<file path="src/mmh_pkg.sv">
// shared constants, job record and back-end state codes for the murmur3 x64 128 hasher
// no dependencies; compile first
package mmh_pkg;

  // mixing constants
  localparam logic [63:0] MIX_C1    = 64'h87c3_7b91_1142_53d5;
  localparam logic [63:0] MIX_C2    = 64'h4cf5_ad43_2745_937f;
  localparam logic [63:0] LANE1_ADD = 64'h0000_0000_52dc_e729;
  localparam logic [63:0] LANE2_ADD = 64'h0000_0000_3849_5ab5;
  localparam logic [63:0] FMIX_M1   = 64'hff51_afd7_ed55_8ccd;
  localparam logic [63:0] FMIX_M2   = 64'hc4ce_b9fe_1a85_ec53;

  // length saturates here
  localparam logic [31:0] LEN_LIMIT = 32'h8000_0000;

  localparam int unsigned BLOCK_BYTES = 16;
  localparam int unsigned JOB_Q_DEPTH = 2;
  localparam int unsigned JOB_Q_AW    = (JOB_Q_DEPTH > 1) ? $clog2(JOB_Q_DEPTH) : 1;

  // one unit of work for the back end
  typedef struct packed {
    logic        blk;    // mix a full block
    logic        fin;    // finalize and emit
    logic        first;  // load seed into lanes before anything else
    logic [31:0] seed;
    logic [63:0] w0;     // little-endian bytes 0..7 (tail bytes zero padded)
    logic [63:0] w1;     // bytes 8..15
    logic [31:0] len;
  } mmh_job_t;

  typedef enum logic [4:0] {
    ST_IDLE,
    ST_K1A,
    ST_K1B,
    ST_LN1A,
    ST_LN1B,
    ST_K2A,
    ST_K2B,
    ST_LN2A,
    ST_LN2B,
    ST_XLEN,
    ST_ADD2,
    ST_F1A,
    ST_F1B,
    ST_F2A,
    ST_F2B,
    ST_FXS,
    ST_SUM1,
    ST_SUM2,
    ST_EMIT
  } back_st_e;

  function automatic logic [63:0] rotl64(logic [63:0] v, int unsigned r);
    return (v << r) | (v >> (64 - r));
  endfunction

  function automatic logic [63:0] xs33(logic [63:0] v);
    return v ^ (v >> 33);
  endfunction

endpackage

</file>
<file path="src/mmh_job_q.sv">
// small fifo of jobs between front and back end
// depends on mmh_pkg
module mmh_job_q (
  input  logic              clk_i,
  input  logic              rst_ni,
  input  logic              push_valid_i,
  output logic              push_ready_o,
  input  mmh_pkg::mmh_job_t push_job_i,
  output logic              pop_valid_o,
  input  logic              pop_ready_i,
  output mmh_pkg::mmh_job_t pop_job_o
);
  import mmh_pkg::*;

  mmh_job_t            mem_q [JOB_Q_DEPTH];
  logic [JOB_Q_AW-1:0] wr_ptr_q, rd_ptr_q;
  logic [JOB_Q_AW:0]   cnt_q;
  logic                do_push, do_pop;

  assign push_ready_o = cnt_q != (JOB_Q_AW + 1)'(JOB_Q_DEPTH);
  assign pop_valid_o  = cnt_q != '0;
  assign pop_job_o    = mem_q[rd_ptr_q];
  assign do_push      = push_valid_i && push_ready_o;
  assign do_pop       = pop_valid_o && pop_ready_i;

  function automatic logic [JOB_Q_AW-1:0] next_ptr(logic [JOB_Q_AW-1:0] p);
    return (p == JOB_Q_AW'(JOB_Q_DEPTH - 1)) ? '0 : p + JOB_Q_AW'(1);
  endfunction

  always_ff @(posedge clk_i or negedge rst_ni) begin
    if (!rst_ni) begin
      wr_ptr_q <= '0;
      rd_ptr_q <= '0;
      cnt_q    <= '0;
    end else begin
      if (do_push) begin
        wr_ptr_q <= next_ptr(wr_ptr_q);
      end
      if (do_pop) begin
        rd_ptr_q <= next_ptr(rd_ptr_q);
      end
      if (do_push && !do_pop) begin
        cnt_q <= cnt_q + (JOB_Q_AW + 1)'(1);
      end else if (do_pop && !do_push) begin
        cnt_q <= cnt_q - (JOB_Q_AW + 1)'(1);
      end
    end
  end

  always_ff @(posedge clk_i) begin
    if (do_push) begin
      mem_q[wr_ptr_q] <= push_job_i;
    end
  end

endmodule

</file>
<file path="config.mk">
export PLATFORM = sky130hd
export DESIGN_NAME = mmh_job_q
export DESIGN_NICKNAME = d
export VERILOG_FILES = /design/src/mmh_pkg.sv /design/src/mmh_job_q.sv
export SDC_FILE = /design/constraint.sdc
export NUM_CORES = 1
export LEC_CHECK = 0
export BUFFER_PORTS_ARGS = -buffer_cell sky130_fd_sc_hd__buf_2
export CORE_AREA = 2 2 168 170
export CTS_CLUSTER_DIAMETER = 60
export CTS_CLUSTER_SIZE = 10
export DETAILED_ROUTE_END_ITERATION = 8
export DIE_AREA = 0 0 170 172
export HOLD_SLACK_MARGIN = 0.08
export PLACE_DENSITY = 0.82
export SYNTH_ARGS = -nofsm -noshare
export SYNTH_HDL_FRONTEND = slang
export SYNTH_SLANG_ARGS = --single-unit
export TNS_END_PERCENT = 5
</file>
<file path="constraint.sdc">
create_clock -name clk_i -period 21.4 [get_ports clk_i]
set_input_delay 5.35 -clock clk_i [delete_from_list [all_inputs] [get_ports clk_i]]
set_output_delay 5.35 -clock clk_i [all_outputs]
set_load 0.02 [all_outputs]
</file>
==> impl_metrics.toml, run 1 <==
[status]
run_status = "completed"

[synth]
synth_top_area_share = 0.7890
netlist-cell-type-count = 15
yosysWarnings = 0
ys_ff_latch = 394
syn_inst = 625
syn_nets = 825
yosys-top-cells-count = "edfxtp_1, mux2_4, mux2_2"
yosysMostFrequentCell = "edfxtp_1"
async_reset_ff_frac = 0.01015
avgSynthCellArea_um2 = 23.75
synth-edff-count = 390
synth_area_leader_cell = "edfxtp_1"
seq_area_frac_synth = 0.7958
synth.area.top_cells = "edfxtp_1, mux2_4, mux2_2"
synthesis.area_mm2 = 0.01484
synthFlopType = "edfxtp_1"

[timing]
tns_ns = 0
period_needed_ns = 8.776
drv_slew = 0
final_hold_viol_count = 0
fin_worst_skew_ns = 0.01405
period_share = 0.4101
tightest_slew_ns = 1.112
setup_viol = 0
rsz0062_at_grt = "false"
relSlewSlack = 0.2589
fmax_ghz = 0.1140

[hold_path]
hp-class = "flip-flop to flip-flop"

[route]
drcViolationCount = 0
viasPerCell = 5.230
first_pass_iters = 4
wl_per_cell_um = 20.96
postRouteAntennaNets = 0
vias = 7447
first_iter_violations = 526
routed_wl_um = 29840

[pwr]
ir_worst_vdd_mv = 0.1014
power.density_mw_per_mm2 = 147.5
power.leakage_uw = 0.007301

[job]
drv_cap = 0

[worst_setup_path]
cp_max_fo = 53
critPathLaunchType = "flip-flop"
path_cells = "buf_4 > buf_4 > mux2_4 > buf_2"
crit_type = "flip-flop to output pin"
end_kind = "output pin"
critPathArrivalTime_ns = 3.43
cp.required_ns = 16.05
critPathMaxStageDelay_ns = 0.90
crit_slowest_cell = "dfrtp_4"
cpMostUsedCell = "buf_4"

[final_layout]
post_route_cells_drive_above_1_share = 0.6131
multi_input_area_mm2 = 0.002824
final_area_mm2 = 0.01843
nFillCells = 1816
syn_to_final_growth_pct = 24.16
final_util = 0.6707
regArea_mm2 = 0.01182
finish.net_count = 1254

[place]
hpwlAfterDp_um = 20240
place_congestion = 0.8659
port_buffers = 395
placed_cell_area_mm2 = 0.01711

[clock_network]
postCtsSetupRepairBufs = 0
cts_tree = "yes"
clock-root-buffer = "clkbuf_16"
cts_max_path_buffers = 3
ctsResizeCount = 0
htree_levels = 2
postCtsHoldBufs = 0
path_clk_slew_ns = 0.05
cts_buffers = 46
clkLatencyLatePin_ns = 0.53
clock-sinks = 394

[die]
ioPinCount = 396
die_h_um = 172
start_util = 0.5402
design.core.area_mm2 = 0.02748
die_area_mm2 = 0.02924
die_x_um = 170
rows = 61

[global_routing]
overflow = 0
antenna_found_initial = 13
grt_pass1_vias = 7659
grt_usage = 0.1941
grt_max_degree = 78
grt_pass1_wl_um = 42280
==> registers in the layout (all words and copies together) (netlist names) <==
signal    flops
cnt_q         2
mem_q       390
rd_ptr_q      1
wr_ptr_q      1
==> critical path, delay by kind of cell, from the launching register on <==
kind / cells / cell delay, ns
buffers and inverters: 3 / 1.56
flip-flops: 1 / 0.90
multiplexers: 1 / 0.36
==> placed cells by master (no fill, tap or decap), drive strengths merged <==
cell,netlist,routed
mux2,195,195
diode,0,13
edfxtp,390,390
xnor2,3,3
xor2,2,2
inv,1,3
dfrtp,4,4
nand2,2,2
nand2b,1,1
or2,1,1
ha,1,1
buf,22,403
clkbuf,0,55
nor2,2,2
and3,1,1
bufinv,0,2
==> per-layer routing <==
metal	track usage	wire (µm)	vias up
met5	0	22	-
met4	0.1122	1398	4
met3	0.05905	2572	95
met2	0.3441	15610	347
met1	0.2063	10240	3631
li1	-	-	3370
==> where the power goes <==
part           total [µW]  internal, µW  leakage [µW]  switching (µW)
sequential           1130          1060       0.00367            68.8
combinational         908           389       0.00301             519
clock                 682           415      0.000626             267
==> path summary, 6_finish.rpt <==
path,startpoint,to,slack [ns],cells past startpoint
setup / recovery,rd_ptr_q,pop_job_o[112],12.62,4
max in group asynchronous,rst_ni,rd_ptr_q,16.61,1
setup reg to reg,cnt_q[0],mem_q[0][106],18.47,5
min in group asynchronous,rst_ni,cnt_q[1],4.64,1
hold / removal,cnt_q[1],cnt_q[1],0.51,1
hold reg to reg,cnt_q[1],cnt_q[1],0.51,1
==> logic make-up after synthesis <==
kind of cell  Yosys count  synth area share
fa+ha+maj               1         0.0008428
xor+xnor                5          0.002951
simple gates            7          0.002277
buf+inv                23           0.01484
flops                 394            0.7958
mux                   195            0.1833
==> layout make-up <==
cell class / instances / area share
antenna: 13 / 0.001765
clock buffer: 55 / 0.06545
clock inverter: 4 / 0.004209
inverter: 1 / 0.0002037
multi-input combinational: 208 / 0.1532
sequential: 394 / 0.6411
tap: 346 / 0.02349
timing repair buffer: 403 / 0.1105
==> metrics by stage <==
stage	total power (µW)	instances	hold slack [ns]	worst slack (ns)
2_1_floorplan	1849	625	0.4559	7.116
3_3_place_gp	2037	1352	0.4721	13.22
3_5_place_dp	2057	1352	0.4862	13.15
4_1_cts	2745	1411	0.4995	12.59
5_1_grt	2829	1421	0.5340	12.45
6_report	2718	1424	0.5051	12.62
Power figures use the tool's default switching activity.
==> run 2: changes to the inputs <==
--- a/config.mk
+++ b/config.mk
@@ -6,13 +6,13 @@
 export NUM_CORES = 1
 export LEC_CHECK = 0
 export BUFFER_PORTS_ARGS = -buffer_cell sky130_fd_sc_hd__buf_2
-export CORE_AREA = 2 2 168 170
+export CORE_AREA = 2 2 172 174
 export CTS_CLUSTER_DIAMETER = 60
 export CTS_CLUSTER_SIZE = 10
 export DETAILED_ROUTE_END_ITERATION = 8
-export DIE_AREA = 0 0 170 172
+export DIE_AREA = 0 0 174 176
 export HOLD_SLACK_MARGIN = 0.08
-export PLACE_DENSITY = 0.82
+export PLACE_DENSITY = 0.79
 export SYNTH_ARGS = -nofsm -noshare
 export SYNTH_HDL_FRONTEND = slang
 export SYNTH_SLANG_ARGS = --single-unit
==> constraint.sdc (replaced) <==
create_clock -name clk_i -period 8.6 [get_ports clk_i]
set_input_delay 2.15 -clock clk_i [delete_from_list [all_inputs] [get_ports clk_i]]
set_output_delay 2.15 -clock clk_i [all_outputs]
set_load 0.02 [all_outputs]
==> run 2 against run 1 <==
Against the previous run: first-iteration DRC count is 24% lower; clock-buffer cell count down 1; utilization fell by 2.4 points; sequential cell count did not move; combinational power increased to 2.5 times the previous value; clock skew down 0.0042 ns; critical path depth down 1; register-to-register slack lost 13 ns; cell area rose by 0.22%; clock power increased by 150%; highest routed layer is now met4.
==> impl_metrics.toml, run 2 (synthesis results as in run 1) <==
[global_routing]
grt_usage = 0.1819
overflow = 0
antenna_found_initial = 8
grt_max_degree = 70
grt_pass1_wl_um = 42590
grt_pass1_vias = 7648

[clock_network]
cts_max_path_buffers = 3
htree_levels = 2
postCtsHoldBufs = 0
clock-sinks = 394
cts_tree = "yes"
postCtsSetupRepairBufs = 0
cts_buffers = 46
ctsResizeCount = 0
clkLatencyLatePin_ns = 0.52
path_clk_slew_ns = 0.05
clock-root-buffer = "clkbuf_16"

[worst_setup_path]
cp.required_ns = 6.45
critPathArrivalTime_ns = 2.71
end_kind = "output pin"
r2r-start = "cnt_q[0]"
critPathMaxStageDelay_ns = 0.80
critPathBufInv = 2
critPathLaunchType = "flip-flop"
crit_type = "flip-flop to output pin"
path_cells = "buf_4 > mux2_2 > buf_2"
cp_max_fo = 58
r2r_setup_slack_ns = 5.78
crit_slowest_cell = "buf_4"
crit_family = "buffers and inverters"
crit_start = "rd_ptr_q"

[route]
drcViolationCount = 0
routed_wl_um = 29100
postRouteAntennaNets = 0
first_iter_violations = 398
viasPerCell = 5.069
wl_per_cell_um = 19.96
first_pass_iters = 5
vias = 7391

[timing]
tns_ns = 0
final_hold_viol_count = 0
setup_viol = 0
fmax_ghz = 0.2056
hold_slack_ns = 0.4960
relSlewSlack = 0.3258
period_needed_ns = 4.863
rsz0062_at_grt = "false"
drv_slew = 0
tightest_slew_ns = 1.011
period_share = 0.5655
fin_worst_skew_ns = 0.009873

[final_layout]
nFillCells = 1980
layout_commonest_cell = "buf_2"
largest-register = "mem_q"
syn_to_final_growth_pct = 24.44
largest_reg_flops = 390
post_route_cells_drive_above_1_share = 0.6141
finish.net_count = 1255
final_cells = 1458
layout_common_cells = "buf_2, edfxtp_1, mux2_4, mux2_2, clkbuf_16"
final_area_mm2 = 0.01847
top_regs = "mem_q x390, cnt_q x2"

[place]
placed_cell_area_mm2 = 0.01717
hpwlAfterDp_um = 19540
dp.cells = 1391
port_buffers = 395
place_congestion = 0.7676

[hold_path]
hp-class = "flip-flop to flip-flop"
hold_path.startpoint = "cnt_q[1]"

[die]
rows = 62
die_area_mm2 = 0.03062
die_h_um = 176
start_util = 0.5199
die_x_um = 174
ioPinCount = 396
design.core.area_mm2 = 0.02855

[job]
drv_cap = 0

[pwr]
power.leakage_uw = 0.007305
ir_worst_vdd_mv = 0.2704
power.density_mw_per_mm2 = 366.1

[status]
run_status = "completed"
-- run 2: cell types whose count changed in the layout (fill, tap and decap cells not counted), sizes merged --
| cell | previous run | this run |
|---|---|---|
| buf | 403 | 404 |
| clkbuf | 55 | 54 |
| diode | 13 | 9 |
-- run 2: final timing paths --
path / end / cells past startpoint
worst min register to register: cnt_q[1] / 1
worst max-delay path: pop_job_o[194] / 3
max in group asynchronous: rd_ptr_q / 1
min in group asynchronous: rd_ptr_q / 1
worst min-delay path: cnt_q[1] / 1
worst max register to register: mem_q[1][70] / 4
-- run 2: routing by layer --
metal / GRT usage / part of all wire
met5: 0 / 0
met3: 0.04802 / 0.078
met4: 0.08403 / 0.036
met2: 0.3118 / 0.51
met1: 0.2170 / 0.38
-- run 2: area by class of cell --
| class | instances | area [µm²] | share of cell area |
|---|---|---|---|
| clock inverters | 4 | 77.57 | 0.004200 |
| inverters | 1 | 3.754 | 0.0002032 |
| diodes | 9 | 22.52 | 0.001219 |
| repair buffers | 404 | 2044 | 0.1107 |
| multi-input cells | 208 | 2824 | 0.1529 |
| flip-flops and latches | 394 | 11820 | 0.6397 |
| well taps | 384 | 480.5 | 0.02601 |
| clock buffers | 54 | 1202 | 0.06510 |
-- run 2: power breakdown --
| part | leakage [µW] | internal (µW) | switching (µW) |
|---|---|---|---|
| Sequential | 0.00367 | 2630 | 130 |
| Combinational | 0.00301 | 972 | 1340 |
| Clock | 0.000625 | 1030 | 661 |
| Total | 0.00730 | 4640 | 2130 |
-- run 2: through the flow --
stage                     power (µW)  utilization  worst slack, ns
after global placement          5084       0.6014            4.096
after floorplan                 4568            -           0.8162
after detailed placement        5133       0.6014            4.088
after global routing            7035       0.6468            3.599
after CTS                       6837       0.6462            3.693
final                           6763       0.6470            3.737
==> run 3: changes to the inputs <==
==> constraint.sdc (replaced) <==
create_clock -name clk_i -period 4.65 [get_ports clk_i]
set_input_delay 1.1625 -clock clk_i [delete_from_list [all_inputs] [get_ports clk_i]]
set_output_delay 1.1625 -clock clk_i [all_outputs]
set_load 0.02 [all_outputs]
==> run 3 against run 2 <==
Against the previous run: hold slack lost 0.050 ns; clock power grew 79%; non-clock buffer count is the same; largest power group unchanged.
==> impl_metrics.toml, run 3 (synthesis results as in run 1) <==
[final_layout]
finish.net_count = 1255
syn_to_final_growth_pct = 24.72
final_util = 0.6485
largest_reg_flops = 390
nFillCells = 1984
largest-register = "mem_q"
layout_common_cells = "buf_2, edfxtp_1, mux2_4, mux2_2, clkbuf_16"
post_route_cells_drive_above_1_share = 0.6129
layout_commonest_cell = "buf_2"
top_regs = "mem_q x390, cnt_q x2"
final_area_mm2 = 0.01851

[clock_network]
postCtsSetupRepairBufs = 0
cts_buffers = 46
clkLatencyLatePin_ns = 0.52
clock-sinks = 394
path_clk_slew_ns = 0.06
postCtsHoldBufs = 0
htree_levels = 2
cts_max_path_buffers = 3
ctsResizeCount = 0
cts_tree = "yes"
clock-root-buffer = "clkbuf_16"

[worst_setup_path]
end_kind = "output pin"
critPathMaxStageDelay_ns = 0.89
path_cells = "buf_12 > mux2_4 > buf_2"
cp_max_fo = 59
reg2regPathDepth = 4
cp.required_ns = 3.49
critPathLaunchType = "flip-flop"
crit_slowest_cell = "dfrtp_4"
critPathArrivalTime_ns = 2.44
crit_type = "flip-flop to output pin"

[die]
ioPinCount = 396
start_util = 0.5199
rows = 62
die_h_um = 176
die_x_um = 174
design.core.area_mm2 = 0.02855
die_area_mm2 = 0.03062

[route]
wl_per_cell_um = 20.12
first_iter_violations = 514
first_pass_iters = 4
vias = 7422
postRouteAntennaNets = 0
drcViolationCount = 0
routed_wl_um = 29440
viasPerCell = 5.073

[timing]
period_needed_ns = 3.601
relSlewSlack = 0.2721
period_share = 0.7744
tightest_slew_ns = 1.092
rsz0062_at_grt = "false"
tns_ns = 0
final_hold_viol_count = 0
setup_viol = 0
drv_slew = 0
fmax_ghz = 0.2777
fin_worst_skew_ns = 0.01478
fin_ws_ns = 1.049

[place]
hpwlAfterDp_um = 20000
pre_cts_slack_ns = 1.556
placed_cell_area_mm2 = 0.01724
port_buffers = 395
place_congestion = 0.7878

[hold_path]
hp-class = "input pin to asynchronous set/reset pin"

[pwr]
power.density_mw_per_mm2 = 671.8
power.leakage_uw = 0.007306
ir_worst_vdd_mv = 0.4892

[global_routing]
grt_pass1_wl_um = 42280
grt_usage = 0.1827
antenna_found_initial = 11
overflow = 0
grt_max_degree = 118
grt_pass1_vias = 7691

[job]
drv_cap = 0

[status]
run_status = "completed"
==> run 3: cell count changes in the layout (fill, tap and decap cells not counted) <==
cell,change
bufinv_16,-2
inv_6,-1
buf_12,+6
diode_2,+3
clkinv_4,+1
clkbuf_1,+2
clkinv_2,+1
clkinvlp_4,+1
buf_4,-6
==> run 3: per-layer routing <==
layer | global-route usage | vias to the layer above | wire length, µm
met5 | 0 | - | 13
met4 | 0.08929 | 2 | 1127
met3 | 0.04823 | 77 | 2077
met2 | 0.3172 | 318 | 15390
met1 | 0.2119 | 3675 | 10830
li1 | - | 3350 | -
==> run 3: final cells by class <==
cell class | count | area (µm²) | share of cell area
Tap cell | 384 | 480.5 | 0.02595
Clock inverter | 4 | 30.03 | 0.001622
Timing Repair Buffer | 404 | 2120 | 0.1145
Inverter | 1 | 3.754 | 0.0002028
Sequential cell | 394 | 11820 | 0.6382
Multi-Input combinational cell | 208 | 2824 | 0.1525
Clock buffer | 56 | 1210 | 0.06536
Antenna cell | 12 | 30.03 | 0.001622
==> run 3: power by group <==
group          internal (µW)  total (µW)  switching [µW]  leakage, µW
logic                   1830        4250            2420      0.00303
clock network           1800        3020            1220     0.000603
registers               4870        5160             293      0.00367
==> run 3: worst max-delay path, delay by kind of cell (launching register included) <==
kind	cells	cell delay, ns
buf+inv	2	0.59
flops	1	0.89
mux	1	0.35
==> run 3: path summary, 6_finish.rpt <==
kind	to	slack (ns)	start
setup / recovery	pop_job_o[103]	1.05	rd_ptr_q
setup reg to reg	mem_q[0][146]	2.47	cnt_q[0]
max in group asynchronous	rd_ptr_q	4.06	rst_ni
min in group clk_i	cnt_q[1]	0.50	cnt_q[1]
hold reg to reg	cnt_q[1]	0.50	cnt_q[1]
hold / removal	cnt_q[0]	0.45	rst_ni
==> run 3: through the flow <==
stage / hold slack, ns / instances / power (µW)
after global routing: 0.4259 / 1460 / 12940
after floorplan: 0.4559 / 625 / 8411
after CTS: 0.4157 / 1451 / 12580
final: 0.4458 / 1463 / 12440
after global placement: 0.4727 / 1391 / 9459
after detailed placement: 0.4890 / 1391 / 9539
