File: src/mmh_pkg.sv
// shared constants, job record and back-end state codes for the murmur3 x64 128 hasher
// no dependencies; compile first
package mmh_pkg;

  // mixing constants
  localparam logic [63:0] MIX_C1    = 64'h87c3_7b91_1142_53d5;
  localparam logic [63:0] MIX_C2    = 64'h4cf5_ad43_2745_937f;
  localparam logic [63:0] LANE1_ADD = 64'h0000_0000_52dc_e729;
  localparam logic [63:0] LANE2_ADD = 64'h0000_0000_3849_5ab5;
  localparam logic [63:0] FMIX_M1   = 64'hff51_afd7_ed55_8ccd;
  localparam logic [63:0] FMIX_M2   = 64'hc4ce_b9fe_1a85_ec53;

  // length saturates here
  localparam logic [31:0] LEN_LIMIT = 32'h8000_0000;

  localparam int unsigned BLOCK_BYTES = 16;
  localparam int unsigned JOB_Q_DEPTH = 2;
  localparam int unsigned JOB_Q_AW    = (JOB_Q_DEPTH > 1) ? $clog2(JOB_Q_DEPTH) : 1;

  // one unit of work for the back end
  typedef struct packed {
    logic        blk;    // mix a full block
    logic        fin;    // finalize and emit
    logic        first;  // load seed into lanes before anything else
    logic [31:0] seed;
    logic [63:0] w0;     // little-endian bytes 0..7 (tail bytes zero padded)
    logic [63:0] w1;     // bytes 8..15
    logic [31:0] len;
  } mmh_job_t;

  typedef enum logic [4:0] {
    ST_IDLE,
    ST_K1A,
    ST_K1B,
    ST_LN1A,
    ST_LN1B,
    ST_K2A,
    ST_K2B,
    ST_LN2A,
    ST_LN2B,
    ST_XLEN,
    ST_ADD2,
    ST_F1A,
    ST_F1B,
    ST_F2A,
    ST_F2B,
    ST_FXS,
    ST_SUM1,
    ST_SUM2,
    ST_EMIT
  } back_st_e;

  function automatic logic [63:0] rotl64(logic [63:0] v, int unsigned r);
    return (v << r) | (v >> (64 - r));
  endfunction

  function automatic logic [63:0] xs33(logic [63:0] v);
    return v ^ (v >> 33);
  endfunction

endpackage

File: src/mmh_ifs.sv
// valid/ready channel interfaces: message input, seed write, hash output
// no dependencies
interface mmh_in_if;
  logic       valid;
  logic       ready;
  logic [7:0] data_byte;
  logic       byte_present;
  logic       last_byte;

  modport source (output valid, data_byte, byte_present, last_byte, input ready);
  modport sink   (input valid, data_byte, byte_present, last_byte, output ready);
endinterface

interface mmh_cfg_if;
  logic        valid;
  logic        ready;
  logic [31:0] seed;

  modport source (output valid, seed, input ready);
  modport sink   (input valid, seed, output ready);
endinterface


File: src/mmh_front.sv
// front end: takes byte beats, gathers 16-byte blocks, tracks length and message start
// depends on mmh_pkg and mmh_ifs
module mmh_front (
  input  logic              clk_i,
  input  logic              rst_ni,
  mmh_in_if.sink            in_if,
  mmh_cfg_if.sink           cfg_if,
  output logic              push_valid_o,
  input  logic              push_ready_i,
  output mmh_pkg::mmh_job_t push_job_o
);
  import mmh_pkg::*;

  logic [8*BLOCK_BYTES-1:0] asm_q, asm_d, asm_base, asm_ins;
  logic [3:0]               fill_q, fill_d, fill_base;
  logic [31:0]              len_q, len_d, len_base, len_ins;
  logic [31:0]              seed_q, msg_seed_q, msg_seed_d, msg_seed_base;
  logic                     in_msg_q, in_msg_d;
  logic                     first_q, first_d, first_base;
  logic                     start, beat, full;

  assign cfg_if.ready = 1'b1;
  assign in_if.ready  = push_ready_i;
  assign beat         = in_if.valid && in_if.ready;

  always_comb begin
    start         = !in_msg_q;
    fill_base     = start ? 4'd0 : fill_q;
    len_base      = start ? 32'd0 : len_q;
    asm_base      = start ? '0 : asm_q;
    first_base    = start ? 1'b1 : first_q;
    msg_seed_base = start ? seed_q : msg_seed_q;

    asm_ins = asm_base;
    for (int i = 0; i < BLOCK_BYTES; i++) begin
      if (in_if.byte_present && fill_base == 4'(i)) begin
        asm_ins[8*i +: 8] = in_if.data_byte;
      end
    end

    len_ins = len_base;
    if (in_if.byte_present && len_base < LEN_LIMIT) begin
      len_ins = len_base + 32'd1;
    end

    full = in_if.byte_present && fill_base == 4'(BLOCK_BYTES - 1);

    push_valid_o     = beat && (full || in_if.last_byte);
    push_job_o.blk   = full;
    push_job_o.fin   = in_if.last_byte;
    push_job_o.first = first_base;
    push_job_o.seed  = msg_seed_base;
    push_job_o.w0    = asm_ins[63:0];
    push_job_o.w1    = asm_ins[127:64];
    push_job_o.len   = len_ins;

    asm_d      = asm_q;
    fill_d     = fill_q;
    len_d      = len_q;
    msg_seed_d = msg_seed_q;
    in_msg_d   = in_msg_q;
    first_d    = first_q;
    if (beat) begin
      asm_d      = full ? '0 : asm_ins;
      fill_d     = in_if.byte_present ? fill_base + 4'd1 : fill_base;
      len_d      = len_ins;
      msg_seed_d = msg_seed_base;
      first_d    = (full || in_if.last_byte) ? 1'b0 : first_base;
      in_msg_d   = !in_if.last_byte;
      if (in_if.last_byte) begin
        fill_d = 4'd0;
      end
    end
  end

  always_ff @(posedge clk_i or negedge rst_ni) begin
    if (!rst_ni) begin
      seed_q   <= '0;
      fill_q   <= '0;
      len_q    <= '0;
      in_msg_q <= 1'b0;
      first_q  <= 1'b0;
    end else begin
      if (cfg_if.valid && cfg_if.ready) begin
        seed_q <= cfg_if.seed;
      end
      fill_q   <= fill_d;
      len_q    <= len_d;
      in_msg_q <= in_msg_d;
      first_q  <= first_d;
    end
  end

  always_ff @(posedge clk_i) begin
    asm_q      <= asm_d;
    msg_seed_q <= msg_seed_d;
  end

endmodule

File: src/flat_wrapper.sv
// flat-port wrapper written by rule: the top's interface ports become plain ports
module mmh_front_flat import mmh_pkg::*;
  (clk_i, rst_ni, push_valid_o, push_ready_i, push_job_o, in_if_valid, in_if_data_byte, in_if_byte_present, in_if_last_byte, in_if_ready, cfg_if_valid, cfg_if_seed, cfg_if_ready);
  mmh_in_if in_if_i ();
  mmh_cfg_if cfg_if_i ();
  input  logic clk_i;
  input  logic rst_ni;
  output logic push_valid_o;
  input  logic push_ready_i;
  output mmh_pkg::mmh_job_t push_job_o;
  input wire logic [$bits(in_if_i.valid)-1:0] in_if_valid;
  input wire logic [$bits(in_if_i.data_byte)-1:0] in_if_data_byte;
  input wire logic [$bits(in_if_i.byte_present)-1:0] in_if_byte_present;
  input wire logic [$bits(in_if_i.last_byte)-1:0] in_if_last_byte;
  output wire logic [$bits(in_if_i.ready)-1:0] in_if_ready;
  input wire logic [$bits(cfg_if_i.valid)-1:0] cfg_if_valid;
  input wire logic [$bits(cfg_if_i.seed)-1:0] cfg_if_seed;
  output wire logic [$bits(cfg_if_i.ready)-1:0] cfg_if_ready;
  assign in_if_i.valid = in_if_valid;
  assign in_if_i.data_byte = in_if_data_byte;
  assign in_if_i.byte_present = in_if_byte_present;
  assign in_if_i.last_byte = in_if_last_byte;
  assign in_if_ready = in_if_i.ready;
  assign cfg_if_i.valid = cfg_if_valid;
  assign cfg_if_i.seed = cfg_if_seed;
  assign cfg_if_ready = cfg_if_i.ready;
  mmh_front u_core (.clk_i(clk_i), .rst_ni(rst_ni), .in_if(in_if_i), .cfg_if(cfg_if_i), .push_valid_o(push_valid_o), .push_ready_i(push_ready_i), .push_job_o(push_job_o));
endmodule
File: config.mk
export PLATFORM = sky130hd
export DESIGN_NAME = mmh_front_flat
export DESIGN_NICKNAME = d
export VERILOG_FILES = /design/src/mmh_pkg.sv /design/src/mmh_ifs.sv /design/src/mmh_front.sv /design/src/flat_wrapper.sv
export SDC_FILE = /design/constraint.sdc
export NUM_CORES = 1
export LEC_CHECK = 0
export ABC_CLOCK_PERIOD_IN_PS = 7350
export BUFFER_PORTS_ARGS = -buffer_cell sky130_fd_sc_hd__buf_4
export CAP_MARGIN = 15
export CELL_PAD_IN_SITES_DETAIL_PLACEMENT = 1
export CELL_PAD_IN_SITES_GLOBAL_PLACEMENT = 1
export CORE_ASPECT_RATIO = 0.6
export CORE_UTILIZATION = 46
export DETAILED_ROUTE_END_ITERATION = 6
export PLACE_DENSITY_LB_ADDON = 0.3
export SLEW_MARGIN = 10
export SYNTH_ARGS = -nofsm -noshare
export SYNTH_HDL_FRONTEND = slang
export SYNTH_SLANG_ARGS = --single-unit
export TNS_END_PERCENT = 100
File: constraint.sdc
create_clock -name clk_i -period 7.35 [get_ports clk_i]
set_clock_uncertainty 0.15 [all_clocks]
set_input_delay 0.3675 -clock clk_i [delete_from_list [all_inputs] [get_ports clk_i]]
set_output_delay 0.3675 -clock clk_i [all_outputs]
set_load 0.01 [all_outputs]
==> qor.txt, run 1 <==
status = completed
DRC = 0
vias in the first global route = 10,690
Fin Hold WS = 0.1658 ns
Fin. Hold Viols = 0
f_max = 231.6 MHz
largest net degree at the start of global routing = 106
post-DP HPWL = 25.08 mm
I/O Buffers = 243
Yosys top cell by area = edfxtp_1
initial cell density of the core = 46.86%
CP top delay family = buffers and inverters
Rel. slew slack = 26.64%
non-filler cells, final = 1,771
Max Root-Sink Buffers = 3
die area = 0.02648 mm^2
Worst R2R End = u_core.asm_q[3]$_SDFFCE_PP0P_
area occupied by multi-input gates = 0.004881 mm^2
Seq/Total Area, Yosys = 55.22%
max cap viols = 0
leak pwr = 6.396 nW
routed wire length on met2 = 18.62 mm
CTS Buf Count = 24
max-slew violations = 0
Critical Path Stages = 5
gpl congestion = 0.7848
synthesized area = 0.01187 mm^2
Final period util = 58.75%
initial antenna violation count = 0
Post-synth ARST share = 30.43%
worst vdd ir = 0.0002031 V
WL met3 = 2.787 mm
Pwr Density = 233.8 mW/mm^2
Setup TNS = 0 ns
number of nets in the layout = 1,476
synthesized instance count = 1,213
final setup fails = 0
share of the synthesized area in the top cell type = 40.46%
root buffer cell = clkbuf_16
core area = 0.02534 mm^2
Die W = 209.4 um
DP Worst Slack = 3.607 ns
Synthesized Nets = 1,265
syn avg cell area = 9.789 um^2
Synth Flop Type = edfxtp_1
gr ovfl total = 0
first-pass GRT wire length = 61.58 mm
DRT met1 WL = 17.35 mm
worst-margin pin slew = 1.100 ns
CP max stage cell = buf_4
First DRT Iteration DRCs = 850
CP max FO = 105
clock-pin slew on the worst setup and hold paths = 0.07 ns
proportion of layout cells with a drive suffix above 1 = 25.52%
Site Rows = 45
Cells after DPL = 1,693
worst path required time = 6.83 ns
register area = 0.006560 mm^2
H-tree depth = 1
R2R Setup Slk = 3.78 ns
max layer used = met4
Final WS setup = 3.032 ns
worst hold path class = in2reg
crit path cell chain = buf_4 > o21ai_0 > nor2b_1 > o21ai_0 > buf_4
CP peak stage delay = 0.92 ns
Tmin final = 4.318 ns
number of synthesized register bits = 230
ant diodes = 0
unrepaired setup endpoints after global routing = false
Post-synth EDFFs = 160
worst setup path class = reg2out
CTS resizes = 0
DRT antenna net count = 0
Netlist cell types = 56
fill cell count = 2,836
Yosys warnings = 0
DIE HEIGHT = 126.5 um
worst r2r path cells = 6
WP data arrival = 3.80 ns
final core utilization = 58.81%
endpoint class of the critical path = output port
final wirelength = 39.68 mm
vias per inst = 5.858
wire per inst = 22.40 um
reg2reg start = u_core.in_msg_q$_DFFE_PN0P_
Area contributors post-synth = edfxtp_1, dfrtp_1, nand2_1
CP Buf/Inv Count = 2
CTS tree = done
vias post-DR = 10,380
Setup crit start = u_core.in_msg_q$_DFFE_PN0P_
CP Launch Type = register
last element of the critical path = push_job_o[99]
TritonRoute pass-1 iters = 5
clk sinks = 230
GRT Total Usage = 29.99%
clk_lat worst skew = 0.53 ns
IO Pins = 245
area growth from synthesis to layout = 25.50%
sequential cells by signal (all words and copies together) (netlist names):
signal and cells:
u_core.msg_seed_q 32, u_core.len_q 32, u_core.first_q 1, u_core.in_msg_q 1, u_core.asm_q 128, u_core.fill_q 4
u_core.seed_q 32
tightest hold or removal path, cell delays in order:
cell and delay (ns):
buf_4 0.18, xor2_1 0.17, o31ai_1 0.08
cells in the mapped netlist (5+ instances only):
master and instances:
ha_1 5, nand3_1 123, mux2i_1 9, clkbuf_1 71, xor2_1 7, buf_2 6
nor2_1 34, mux2_2 67, buf_4 5, dfrtp_1 70, nor4_1 5, buf_1 15
nand4b_1 5, o21ai_0 42, and2_1 34, xnor2_1 19, nand4_1 14, nor3_1 21
edfxtp_1 160, and3_1 16, a21oi_1 103, a21o_1 10, inv_1 11, nand2_1 307
placed cells by master (no fill, tap or decap), types with 2 or more instances in the layout:
master,netlist,routed
inv_1,11,11
nor3_2,1,2
nand2b_1,2,2
a31oi_1,2,2
clkbuf_1,71,12
nand4_1,14,14
a21oi_1,103,103
ha_1,5,5
nand4b_1,5,5
nor4_2,3,3
nor2_1,34,34
and3_1,16,16
nor2b_1,2,2
clkinv_2,0,3
mux2_2,67,67
bufinv_16,0,3
nor4_4,2,2
or4_1,2,2
xor2_1,7,7
buf_4,5,249
clkbuf_16,0,24
xnor2_1,19,19
o211ai_1,4,4
nor3_1,21,20
nor4_1,5,5
edfxtp_1,160,160
nand2_1,307,306
o22ai_1,3,3
nand3_1,123,123
a22o_1,3,3
mux2i_1,9,9
or3_1,4,4
o21ai_0,42,42
a211o_1,2,2
dfrtp_1,70,69
a21o_1,10,10
dlygate4sd3_1,0,34
and2_1,34,34
o31ai_1,2,2
a221o_1,3,3
area by class of cell:
type / instances / share of cell area (%)
clock buffers: 37 / 4.425
clock inverters: 7 / 0.8396
repair buffers: 283 / 14.83
multi-input cells: 872 / 32.75
well taps: 329 / 2.762
flip-flops and latches: 230 / 44.02
inverters: 13 / 0.3694
worst min-delay path by stage:
stage,startpoint,to,slack (ns),cells past startpoint
5_1_grt,in_if_byte_present,u_core.fill_q[0]$_DFFE_PN0P_,0.16,3
4_1_cts,in_if_byte_present,u_core.fill_q[0]$_DFFE_PN0P_,0.14,3
6_report,in_if_byte_present,u_core.fill_q[0]$_DFFE_PN0P_,0.17,3
3_3_place_gp,u_core.first_q$_DFFE_PN0P_,u_core.first_q$_DFFE_PN0P_,0.31,1
2_1_floorplan,rst_ni,u_core.fill_q[0]$_DFFE_PN0P_,-0.08,0
3_5_place_dp,u_core.first_q$_DFFE_PN0P_,u_core.first_q$_DFFE_PN0P_,0.33,1
power by group:
part / switching [W] / leakage (nW) / internal [W] / total, W
clock network: 0.000530 / 0.378 / 0.000727 / 0.00126
registers: 0.0000858 / 2.41 / 0.00151 / 0.00159
logic: 0.000351 / 3.60 / 0.000282 / 0.000633
routing by layer:
| metal | GRT usage, % | up-vias |
|---|---|---|
| li1 | - | 4712 |
| met1 | 41.34 | 5224 |
| met2 | 48.18 | 369 |
| met3 | 6.313 | 70 |
| met4 | 8.175 | 0 |
| met5 | 0 | - |
per-stage QoR:
step                      total power [W]  area (um^2)
after global routing             0.003605        14900
after detailed placement         0.002227        13780
after global placement           0.002196        13780
final                            0.003483        14900
after CTS                        0.003487        14900
after floorplan                  0.001942        11870
cell families after synthesis:
logic type | count (synthesis) | synth area share, %
and+or+nand+nor | 583 | 22.87
DFF | 230 | 55.22
AOI/OAI and AO/OA | 181 | 8.588
buffers and inverters | 111 | 3.741
muxes | 76 | 7.113
xor gates and xnor gates | 26 | 1.918
adders and majority gates | 5 | 0.5269
other | 1 | 0.03158
timing repair:
item | in CTS | in global routing
setup buffers | 0 | 0
hold endpoints to repair | 107 | 0
hold buffers | 34 | 0
No activity file was read; power rests on OpenSTA's default activity.
==> inputs of run 2 (changes only) <==
--- a/config.mk
+++ b/config.mk
@@ -5,13 +5,13 @@
 export SDC_FILE = /design/constraint.sdc
 export NUM_CORES = 1
 export LEC_CHECK = 0
-export ABC_CLOCK_PERIOD_IN_PS = 7350
+export ABC_CLOCK_PERIOD_IN_PS = 3800
 export BUFFER_PORTS_ARGS = -buffer_cell sky130_fd_sc_hd__buf_4
 export CAP_MARGIN = 15
 export CELL_PAD_IN_SITES_DETAIL_PLACEMENT = 1
 export CELL_PAD_IN_SITES_GLOBAL_PLACEMENT = 1
 export CORE_ASPECT_RATIO = 0.6
-export CORE_UTILIZATION = 46
+export CORE_UTILIZATION = 38
 export DETAILED_ROUTE_END_ITERATION = 6
 export PLACE_DENSITY_LB_ADDON = 0.3
 export SLEW_MARGIN = 10
==> constraint.sdc (replaced) <==
create_clock -name clk_i -period 3.8 [get_ports clk_i]
set_clock_uncertainty 0.15 [all_clocks]
set_input_delay 0.19 -clock clk_i [delete_from_list [all_inputs] [get_ports clk_i]]
set_output_delay 0.19 -clock clk_i [all_outputs]
set_load 0.01 [all_outputs]
==> qor.txt, run 2 (same netlist as run 1, synthesis figures left out) <==
worst setup path class = reg2out
non-filler cells, final = 1,866
f_max = 283.2 MHz
unrepaired setup endpoints after global routing = false
final wirelength = 38.99 mm
final setup fails = 0
Die W = 230.2 um
crit path cell chain = buf_4 > nand3_1 > or4_4 > nor4_4 > a21oi_2 > nand2b_1 > buf_4
CTS Buf Count = 25
Tmin final = 3.531 ns
worst path required time = 3.46 ns
initial cell density of the core = 39.13%
endpoint class of the critical path = output port
most common cell after layout, fill and taps aside = nand2_1
DRT antenna net count = 0
CP max stage cell = dfrtp_4
I/O Buffers = 243
max-slew violations = 0
worst hold path class = in2reg
GRT Total Usage = 23.99%
proportion of layout cells with a drive suffix above 1 = 26.47%
clk sinks = 230
gr ovfl total = 0
Fin. Hold Viols = 0
initial antenna violation count = 0
CTS tree = done
area occupied by multi-input gates = 0.004886 mm^2
routing usage on met2 = 36.94%
First DRT Iteration DRCs = 771
H-tree depth = 1
core area = 0.03035 mm^2
met3 Resource Use GR = 5.058%
DIE HEIGHT = 138.9 um
final core utilization = 49.92%
total power draw = 0.006676 W
wire per inst = 20.89 um
clk_lat worst skew = 0.55 ns
vias per inst = 5.452
worst-margin pin slew = 1.020 ns
Site Rows = 49
DP Worst Slack = 0.3906 ns
GRT busiest layer = met2
commonest cells after routing, fill and taps aside = nand2_1, buf_4, edfxtp_1, nand3_1, a21oi_1
die area = 0.03198 mm^2
first-pass GRT wire length = 60.53 mm
status = completed
Rel. slew slack = 32.00%
TritonRoute pass-1 iters = 5
Setup TNS = 0 ns
leak pwr = 6.492 nW
Max Root-Sink Buffers = 3
worst vdd ir = 0.0003244 V
IO Pins = 245
clock-pin slew on the worst setup and hold paths = 0.07 ns
Largest Register = u_core.asm_q
post-DP HPWL = 25.68 mm
vias post-DR = 10,170
number of flip-flops in the largest register = 128
largest net degree at the start of global routing = 91
gpl congestion = 0.7891
CP peak stage delay = 0.62 ns
grt met1 use = 35.30%
number of nets in the layout = 1,493
Cells after DPL = 1,785
CP max FO = 23
DRC = 0
CP dominant cell by count = buf_4
ant diodes = 0
root buffer cell = clkbuf_16
fill cell count = 3,403
WP data arrival = 3.19 ns
max cap viols = 0
vias in the first global route = 10,370
Final period util = 92.93%
register area = 0.006560 mm^2
CP Launch Type = register
area growth from synthesis to layout = 27.60%
Final WS setup = 0.2687 ns
Pwr Density = 440.7 mW/mm^2
run 2: cell count changes in the layout (fill, tap and decap cells not counted), moves of 3 or more:
cell / before / now
buf_4: 249 / 260
bufinv_16: 3 / 0
clkbuf_1: 12 / 9
clkbuf_8: 1 / 4
run 2: power by group:
part	internal, W	leakage [nW]	total, W	switching (W)
logic	0.000562	3.70	0.00124	0.000675
clock network	0.00130	0.375	0.00237	0.00107
registers	0.00292	2.41	0.00307	0.000155
run 2: area by class of cell:
| type | instances | area share (%) |
|---|---|---|
| inverter | 13 | 0.3634 |
| timing repair buffer | 299 | 15.69 |
| sequential | 230 | 43.30 |
| clock inverter | 6 | 0.3138 |
| clock buffer | 38 | 4.715 |
| multi-input combinational | 872 | 32.25 |
| tap | 408 | 3.369 |
run 2: worst paths after layout:
path,slack [ns],cells after the start,endpoint,start
worst min-delay path,0.04,3,u_core.asm_q[11]$_SDFFCE_PP0P_,in_if_data_byte[3]
worst min register to register,0.34,1,u_core.first_q$_DFFE_PN0P_,u_core.first_q$_DFFE_PN0P_
min in group asynchronous,0.19,2,u_core.seed_q[4]$_DFFE_PN0P_,rst_ni
worst max register to register,0.95,6,u_core.asm_q[37]$_SDFFCE_PP0P_,u_core.in_msg_q$_DFFE_PN0P_
worst max-delay path,0.27,7,push_job_o[28],u_core.in_msg_q$_DFFE_PN0P_
max in group asynchronous,2.52,2,u_core.in_msg_q$_DFFE_PN0P_,rst_ni
run 2: critical path, delay by kind of cell (launching register included):
| kind | cells | cell delay (ns) |
|---|---|---|
| and+or+nand+nor | 4 | 1.39 |
| DFF | 1 | 0.62 |
| buffers and inverters | 2 | 0.51 |
| AOI/OAI and AO/OA | 1 | 0.12 |
run 2: layer usage:
layer	part of all wire, %	wire, um
met1	47	18410
met2	45	17640
met3	6.1	2389
met4	1.4	549
met5	0	0
run 2: what timing repair did:
action,4_1_cts,5_1_grt
buffers inserted,0,1
hold buffers,36,0
endpoints found under the setup margin,8,10
resized for setup,1,1
cloned,0,0
endpoints found under the hold margin,108,0
run 2: per-stage QoR:
step	hold slack, ns	cell area (um^2)
global placement	0.2671	14000
finish	0.04005	15150
floorplan	-0.2556	11880
detailed placement	0.2682	14000
global route	0.03937	15150
CTS	0.01693	15120
==> inputs of run 3 (changes only) <==
--- a/config.mk
+++ b/config.mk
@@ -14,6 +14,7 @@
 export CORE_UTILIZATION = 38
 export DETAILED_ROUTE_END_ITERATION = 6
 export PLACE_DENSITY_LB_ADDON = 0.3
+export RECOVER_POWER = 50
 export SLEW_MARGIN = 10
 export SYNTH_ARGS = -nofsm -noshare
 export SYNTH_HDL_FRONTEND = slang
==> qor.txt, run 3 (same netlist as run 1, synthesis figures left out) <==
status = finished, violations left
violated checks = max-capacitance violations, max-slew violations
largest net degree at the start of global routing = 91
fill cell count = 3,414
GRT Total Usage = 23.99%
post-DP HPWL = 25.68 mm
Site Rows = 49
R2R Setup Slk = 0.97 ns
vias in the first global route = 10,370
routing usage on met2 = 36.94%
Rel. slew slack = -32.38%
first-pass GRT wire length = 60.53 mm
ant diodes = 0
number of flip-flops in the largest register = 128
leak pwr = 6.430 nW
I/O Buffers = 243
CP peak stage delay = 0.60 ns
unrepaired setup endpoints after global routing = false
last element of the critical path = push_job_o[28]
First DRT Iteration DRCs = 739
wire per inst = 20.88 um
Tmin final = 3.515 ns
worst hold path class = in2reg
most common cell after layout, fill and taps aside = nand2_1
Pwr Density = 441.4 mW/mm^2
final setup fails = 0
clk sinks = 230
Setup crit start = u_core.in_msg_q$_DFFE_PN0P_
Final period util = 92.49%
area growth from synthesis to layout = 26.84%
Fin. Hold Viols = 0
met3 Resource Use GR = 5.058%
endpoint class of the critical path = output port
max cap viols = 2
worst path required time = 3.46 ns
DIE HEIGHT = 138.9 um
f_max = 284.5 MHz
GRT busiest layer = met2
CTS tree = done
CTS Buf Count = 25
vias post-DR = 10,200
clk_lat worst skew = 0.55 ns
CP Launch Type = register
IO Pins = 245
Final WS setup = 0.2852 ns
gr ovfl total = 0
proportion of layout cells with a drive suffix above 1 = 23.87%
initial cell density of the core = 39.13%
TritonRoute pass-1 iters = 5
CP max FO = 23
worst vdd ir = 0.0003234 V
DRC = 0
max-slew violations = 110
clock-pin slew on the worst setup and hold paths = 0.07 ns
crit path cell chain = buf_4 > nand3_1 > or4_4 > nor4_4 > a21oi_2 > nand2b_1 > buf_4
CP max stage cell = dfrtp_4
worst r2r path cells = 6
CP dominant cell by count = buf_4
root buffer cell = clkbuf_16
gpl congestion = 0.7891
Worst R2R End = u_core.asm_q[37]$_SDFFCE_PP0P_
die area = 0.03198 mm^2
worst-margin pin slew = 1.986 ns
worst setup path class = reg2out
number of nets in the layout = 1,493
initial antenna violation count = 0
reg2reg start = u_core.in_msg_q$_DFFE_PN0P_
Setup TNS = 0 ns
Largest Register = u_core.asm_q
Max Root-Sink Buffers = 3
DP Worst Slack = 0.3906 ns
DRT antenna net count = 0
final wirelength = 38.96 mm
Die W = 230.2 um
core area = 0.03035 mm^2
vias per inst = 5.466
commonest cells after routing, fill and taps aside = nand2_1, buf_4, edfxtp_1, nand3_1, a21oi_1
grt met1 use = 35.30%
H-tree depth = 1
WP data arrival = 3.17 ns
run 3: final cells by class:
cell class	instances	area (um^2)	area share, %
clock inverters	6	47.55	0.3157
clock buffers	38	714.4	4.744
flip-flops and latches	230	6560	43.56
multi-input cells	872	4883	32.42
inverters	13	51.30	0.3406
repair buffers	299	2293	15.23
well taps	408	510.5	3.390
run 3: what timing repair did:
item | 4_1_cts | 5_1_grt
setup buffers | 0 | 1
endpoints found under the setup margin | 8 | 10
gates resized for setup | 1 | 1
hold buffers | 36 | 0
hold endpoints to repair | 108 | 0
run 3: power breakdown:
| group | switching (W) | internal, W |
|---|---|---|
| logic | 0.000674 | 0.000530 |
| clock network | 0.00107 | 0.00130 |
| registers | 0.000155 | 0.00292 |
run 3: metal layers:
metal	vias up	share of wire (%)
met5	-	0
met4	0	1.4
met3	39	6.1
met2	293	45
met1	5139	47
li1	4728	-
run 3: worst min-delay path by stage:
stage | start | endpoint | slack (ns) | depth (start not counted)
after CTS | in_if_data_byte[3] | u_core.asm_q[11]$_SDFFCE_PP0P_ | 0.02 | 3
after floorplan | rst_ni | u_core.fill_q[0]$_DFFE_PN0P_ | -0.26 | 0
final | in_if_data_byte[3] | u_core.asm_q[11]$_SDFFCE_PP0P_ | 0.04 | 3
after global routing | in_if_data_byte[0] | u_core.asm_q[16]$_SDFFCE_PP0P_ | 0.04 | 3
after detailed placement | rst_ni | u_core.seed_q[4]$_DFFE_PN0P_ | 0.27 | 1
after global placement | rst_ni | u_core.seed_q[4]$_DFFE_PN0P_ | 0.27 | 1
run 3: critical path, delay by kind of cell, from the launching register on:
family	cells	cell delay (ns)
AND/OR/NAND/NOR	4	1.39
AO/OA/AOI/OAI	1	0.11
buffers and inverters	2	0.51
flip-flops	1	0.60
run 3: per-stage QoR:
step           utilization [%]  hold WS, ns  cell area [um^2]  power [W]  std cells
2_1_floorplan                -      -0.2556             11880   0.003749       1213
3_3_place_gp             46.13       0.2671             14000   0.004275       1785
3_5_place_dp             46.13       0.2682             14000   0.004315       1785
4_1_cts                  49.83      0.01693             15120   0.006725       1865
5_1_grt                  49.63      0.03937             15060   0.006915       1866
6_report                 49.63      0.03873             15060   0.006648       1866
